File: src/rtl/async_frame_accumulator_ager_defines.svh
// Assertion macros for the accumulator RTL.
`ifndef ASYNC_FRAME_ACCUMULATOR_AGER_DEFINES_SVH
`define ASYNC_FRAME_ACCUMULATOR_AGER_DEFINES_SVH

// Checked on every rising edge outside reset.
`define AFA_ASSERT(label, prop, msg) \
  label: assert property (@(posedge clk_i) disable iff (!rst_ni) prop) else $error(msg);

// Checked on every rising edge, reset included.
`define AFA_ASSERT_ALWAYS(label, prop, msg) \
  label: assert property (@(posedge clk_i) prop) else $error(msg);

`endif

File: src/rtl/afa_pkg.sv
// ----------------------------------------------------------------------------
// afa_pkg
// Constants, types and arithmetic helpers of the frame accumulator.
// ----------------------------------------------------------------------------
package afa_pkg;

  localparam int MAX_WIDTH  = 256;
  localparam int MAX_HEIGHT = 256;
  localparam int COLOR_BITS = 21;

  localparam int DEPTH = MAX_WIDTH * MAX_HEIGHT;
  localparam int AW    = $clog2(DEPTH);
  localparam int CW    = $clog2(DEPTH + 1);
  localparam int WW    = $clog2(MAX_WIDTH + 1);
  localparam int HW    = $clog2(MAX_HEIGHT + 1);
  localparam int SW    = 34;

  localparam longint CMAX = (longint'(1) << (COLOR_BITS - 1)) - 1;
  localparam longint CMIN = -CMAX - 1;
  localparam longint OMAX = 8388607;
  localparam longint OMIN = -8388608;

  localparam logic [14:0] FADE_Q15 = 15'd29491;
  localparam int          FADE_RND = 16384;

  typedef enum logic [2:0] {
    OC_ADDED    = 3'd0,
    OC_REPLACED = 3'd1,
    OC_STASHED  = 3'd2,
    OC_IGNORED  = 3'd3,
    OC_DROPPED  = 3'd4
  } outcome_e;

  typedef enum logic [1:0] {
    CFG_WIDTH   = 2'd0,
    CFG_HEIGHT  = 2'd1,
    CFG_MAX_AGE = 2'd2,
    CFG_FADE    = 2'd3
  } cfg_idx_e;

  typedef struct packed {
    logic [2:0][COLOR_BITS-1:0] vis;
    logic [2:0][COLOR_BITS-1:0] stash;
    logic [15:0]                pframe;
    logic [15:0]                sframe;
    logic [31:0]                ptime;
  } ent_t;

  localparam int EW = $bits(ent_t);

  typedef struct packed {
    logic accept;
    logic sread;
    logic sweep;
    logic sweep_tick;
    logic clr;
    logic commit;
  } cmd_t;

  typedef struct packed {
    logic in_valid;
    logic in_kind;
    logic in_newer;
    logic sweep_done;
    logic clear_done;
    logic out_free;
  } status_t;

  function automatic logic [WW-1:0] used_w(logic [8:0] v);
    if (v == 9'd0) return WW'(1);
    if (32'(v) > MAX_WIDTH) return WW'(MAX_WIDTH);
    return WW'(v);
  endfunction

  function automatic logic [HW-1:0] used_h(logic [8:0] v);
    if (v == 9'd0) return HW'(1);
    if (32'(v) > MAX_HEIGHT) return HW'(MAX_HEIGHT);
    return HW'(v);
  endfunction

  function automatic logic [AW-1:0] pix_addr(logic [7:0] x, logic [7:0] y,
                                             logic [WW-1:0] w);
    logic [WW+8:0] a;
    a = (WW+9)'(y) * (WW+9)'(w) + (WW+9)'(x);
    return a[AW-1:0];
  endfunction

  // Result carries the clip flag above the value.
  function automatic logic [COLOR_BITS:0] clip(logic signed [SW-1:0] v);
    if (v > SW'(CMAX)) return {1'b1, COLOR_BITS'(CMAX)};
    if (v < SW'(CMIN)) return {1'b1, COLOR_BITS'(CMIN)};
    return {1'b0, v[COLOR_BITS-1:0]};
  endfunction

  function automatic logic signed [23:0] out24(logic [COLOR_BITS-1:0] v);
    logic signed [SW-1:0] s;
    s = SW'($signed(v));
    if (s > SW'(OMAX)) return 24'sd8388607;
    if (s < SW'(OMIN)) return -24'sd8388608;
    return s[23:0];
  endfunction

  function automatic logic [COLOR_BITS-1:0] fade(logic [COLOR_BITS-1:0] v);
    logic [COLOR_BITS:0]    mag;
    logic [COLOR_BITS+15:0] prod;
    logic [COLOR_BITS:0]    r;
    mag  = v[COLOR_BITS-1] ? (COLOR_BITS+1)'(-$signed(v)) : (COLOR_BITS+1)'(v);
    prod = (COLOR_BITS+16)'(mag) * (COLOR_BITS+16)'(FADE_Q15)
         + (COLOR_BITS+16)'(FADE_RND);
    r    = prod[COLOR_BITS+15:15];
    return v[COLOR_BITS-1] ? COLOR_BITS'(-r) : COLOR_BITS'(r);
  endfunction

endpackage

File: src/rtl/afa_ctrl.sv
// ----------------------------------------------------------------------------
// afa_ctrl
// Sequencer: clearing pass, item intake, pixel sweeps and sample commit.
// ----------------------------------------------------------------------------
module afa_ctrl (
  input  logic             clk_i,
  input  logic             rst_ni,
  input  afa_pkg::status_t status_i,
  output afa_pkg::cmd_t    cmd_o,
  output logic             in_stall_o
);

  typedef enum logic [5:0] {
    ST_CLEAR  = 6'b000001,
    ST_IDLE   = 6'b000010,
    ST_FSWEEP = 6'b000100,
    ST_SREAD  = 6'b001000,
    ST_SWRITE = 6'b010000,
    ST_TSWEEP = 6'b100000
  } state_e;

  state_e state_q, state_d;

  always_comb begin
    state_d = state_q;
    cmd_o   = '0;
    unique case (state_q)
      ST_CLEAR: begin
        cmd_o.clr = 1'b1;
        if (status_i.clear_done) state_d = ST_IDLE;
      end
      ST_IDLE: begin
        if (status_i.in_valid) begin
          cmd_o.accept = 1'b1;
          if (status_i.in_kind) state_d = ST_TSWEEP;
          else if (status_i.in_newer) state_d = ST_FSWEEP;
          else state_d = ST_SWRITE;
        end
      end
      ST_FSWEEP: begin
        cmd_o.sweep = 1'b1;
        if (status_i.sweep_done) state_d = ST_SREAD;
      end
      ST_SREAD: begin
        cmd_o.sread = 1'b1;
        state_d     = ST_SWRITE;
      end
      ST_SWRITE: begin
        // The result register must be free before the pixel is committed.
        if (status_i.out_free) begin
          cmd_o.commit = 1'b1;
          state_d      = ST_IDLE;
        end
      end
      ST_TSWEEP: begin
        cmd_o.sweep      = 1'b1;
        cmd_o.sweep_tick = 1'b1;
        if (status_i.sweep_done) state_d = ST_IDLE;
      end
      default: state_d = ST_CLEAR;
    endcase
  end

  always_ff @(posedge clk_i or negedge rst_ni) begin
    if (!rst_ni) begin
      state_q <= ST_CLEAR;
    end else begin
      state_q <= state_d;
    end
  end

  assign in_stall_o = (state_q != ST_IDLE);

endmodule

File: config.mk
export PLATFORM = sky130hd
export DESIGN_NAME = afa_ctrl
export DESIGN_NICKNAME = d
export VERILOG_FILES = /design/src/rtl/async_frame_accumulator_ager_defines.svh /design/src/rtl/afa_pkg.sv /design/src/rtl/afa_ctrl.sv
export SDC_FILE = /design/constraint.sdc
export NUM_CORES = 1
export LEC_CHECK = 0
export BUFFER_PORTS_ARGS = -buffer_cell sky130_fd_sc_hd__buf_2
export CAP_MARGIN = 5
export CORE_MARGIN = 5
export CORE_UTILIZATION = 29
export CTS_CLUSTER_SIZE = 30
export DETAILED_ROUTE_END_ITERATION = 8
export HOLD_SLACK_MARGIN = 0.12
export PLACE_DENSITY_LB_ADDON = 0.15
export SETUP_SLACK_MARGIN = 0.5
export SYNTH_ARGS = -nofsm -noshare
export SYNTH_HDL_FRONTEND = slang
export SYNTH_SLANG_ARGS = --single-unit
File: constraint.sdc
create_clock -name clk_i -period 1.8 [get_ports clk_i]
set_input_delay 0 -clock clk_i [delete_from_list [all_inputs] [get_ports clk_i]]
set_output_delay 0 -clock clk_i [all_outputs]
set_load 0.02 [all_outputs]
==> out/metrics.yaml <==
global_routing:
  antenna_found_initial: 0
  grt_use_total_pct: 13.4
  grt_pass1_wl_mm: 2.53
  grt_pass1_vias: 545
  grt.overflow.total: 0
  grt_max_degree: 9
route:
  drt-pass1-iter-count: 4
  routedWlPerCell_um: 15.2
  ant_nets: 0
  drt_drc_violations_left: 0
  routed_via_density: 4.93
  drtIter0Drc: 8
  totalWireLength_mm: 1.72
  num_vias: 557
cells_and_area:
  n_antenna_cell: 0
  regMostFlops: "state_q"
  final_nets: 106
  reg_top3: "state_q: 6 flops"
  largest_reg_flops: 6
  utilization_pct: 63.1
  drive_gt1_share_pct: 64.9
  syn_to_final_growth_pct: 100
timing:
  setup_viol: 0
  tns_ns: 0
  timing.slew.headroom_pct: 80.9
  finalCritPeriodShare_pct: 89.2
  worst_slew_pin_slew_ns: 0.286
  rsz0062_at_grt: "yes"
  fmax_mhz: 623
  skew_ns: 0.00695
  slew_violations: 0
  finalHoldViolCount: 0
  period_needed_ns: 1.61
clocking:
  numCtsBuffers: 3
  insertion_delay_ns: 0.25
  htreeDepth: 1
  clock-sinks: 6
  clock_path_buffers: 2
  cts_tree: "done"
  clkTransAtPathRegs_ns: 0.05
  cts_root_buf: "clkbuf_4"
worst_setup_path:
  cp-end-kind: "register"
  critPathSlowestCell: "or4_4"
  r2r_cells: 3
  path_max_fanout: 4
  rr_endpoint: "state_q[2]"
  max_stage_delay_ns: 0.58
  ff2ff_setup_slack_ns: 0.19
  cp-startpoint: "state_q[4]"
  r2r_start: "state_q[4]"
  setup.worst_path.end: "state_q[2]"
  crit_type: "reg -> reg"
  crit_chain: "or4_4 > o2bb2ai_4 > mux2_4"
  arrival_ns: 1.73
  cp.required_ns: 1.93
  cp-start-kind: "register"
yosys:
  synth-main-ff-cell: "dfrtp_1"
  yosys.cell_types.count: 33
  syn_inst: 54
  yosysWarningCount: 0
  ys_seq_area_share_pct: 30.8
  synth_common_cells: "7 x nor2_1, 5 x dfrtp_1, 4 x inv_1, 3 x nand2_1"
  synth.largest_area_cell: "dfrtp_1"
  ys_seq_elements: 6
  async_flop_share_pct: 100
  synth_most_common_cell: "nor2_1"
  synth_top_area_share_pct: 25.4
  syn-cell-area_um2: 492
  syn_avg_cell_area_um2: 9.11
  synth_nets: 62
  synth-edff-count: 0
  ys_top_cells_by_area: "dfrtp_1 25%, o2bb2ai_4 5.6%, dfstp_2 5.3%"
floorplanning:
  initial_core_util_pct: 31.5
  num_rows: 14
  dieWidth_um: 51.2
  fp.dieH_um: 51.2
  io_pins: 15
  coreArea_um2: 1560
  dieArea_um2: 2620
place:
  portBuffers: 14
  gp_congestion: 0.779
  hpwl_mm: 1.07
job:
  cap_violations: 0
hold_path:
  hold_path_class: "in -> async"
power_and_ir_drop:
  power_density_nw_per_um2: 1430
  peakVddDrop_mv: 0.726
  leakage_nw: 0.431
status:
  outcome: "finished clean"
-- cell usage in the layout, fill, tap and decap left out, types with 2 or more instances in the layout --
cell type and count:
nor2_4 3, buf_4 21, buf_12 2, o22ai_1 2, dfrtp_2 5, buf_2 8
nand2_1 3, nor2_1 3, nand4b_1 2, buf_6 2, nor2_2 2, dlygate4sd3_1 8
inv_1 4, clkbuf_4 3
-- per-layer routing --
metal,routed length [µm],global-route usage [%]
met1,801,17.2
met2,822,20.8
met3,59,2.62
met4,38,8.07
met5,0,0
-- final cells by class --
type / instances / area (µm²)
clock buffers: 4 / 26.3
inverters: 4 / 15.0
repair buffers: 41 / 340
well taps: 16 / 20.0
flip-flops and latches: 6 / 158
fillers: 129 / 576
multi-input cells: 42 / 424
-- per-stage QoR --
step | power (mW) | instances | hold slack [ns] | setup slack (ns) | cell area, µm²
global route | 1.50 | 113 | 0.243 | 0.150 | 983
global placement | 0.881 | 86 | -0.170 | 0.162 | 641
finish | 1.41 | 113 | 0.252 | 0.194 | 983
CTS | 1.19 | 103 | 0.236 | 0.204 | 861
floorplan | 0.725 | 54 | -0.296 | 0.137 | 537
detailed placement | 0.883 | 86 | -0.169 | 0.152 | 641
-- power breakdown --
part           switching, mW  total (mW)  leakage [nW]  internal, mW
logic                  0.450       0.997         0.345         0.547
registers             0.0826       0.271        0.0707         0.188
clock network         0.0536       0.138        0.0150        0.0843
total                  0.586        1.41         0.431         0.820
-- worst min-delay path by stage --
stage,slack (ns),depth (start not counted),to
finish,0.25,2,state_q[0]
detailed placement,-0.17,1,state_q[1]
CTS,0.24,2,state_q[0]
global route,0.24,2,state_q[0]
floorplan,-0.30,0,state_q[1]
global placement,-0.17,1,state_q[1]
-- timing repair --
item | in CTS | in global routing
setup endpoints to repair | 13 | 13
resized for setup | 18 | 10
hold buffers | 8 | 0
setup buffers | 5 | 10
pin swaps | 5 | 9
endpoints found under the hold margin | 10 | 0
-- critical path: cells and delay by family, from the launching register on --
kind	cells	cell delay [ns]
simple gates	1	0.58
compound gates	1	0.16
mux	1	0.31
flops	1	0.44
-- logic make-up after synthesis --
group           share of synthesized area [%]
buf+inv                                  5.09
simple gates                             39.7
flops                                    30.8
mux                                      3.05
xor+xnor                                 1.78
compound gates                           19.6
Note: power is estimated with default switching activity, not from simulation.
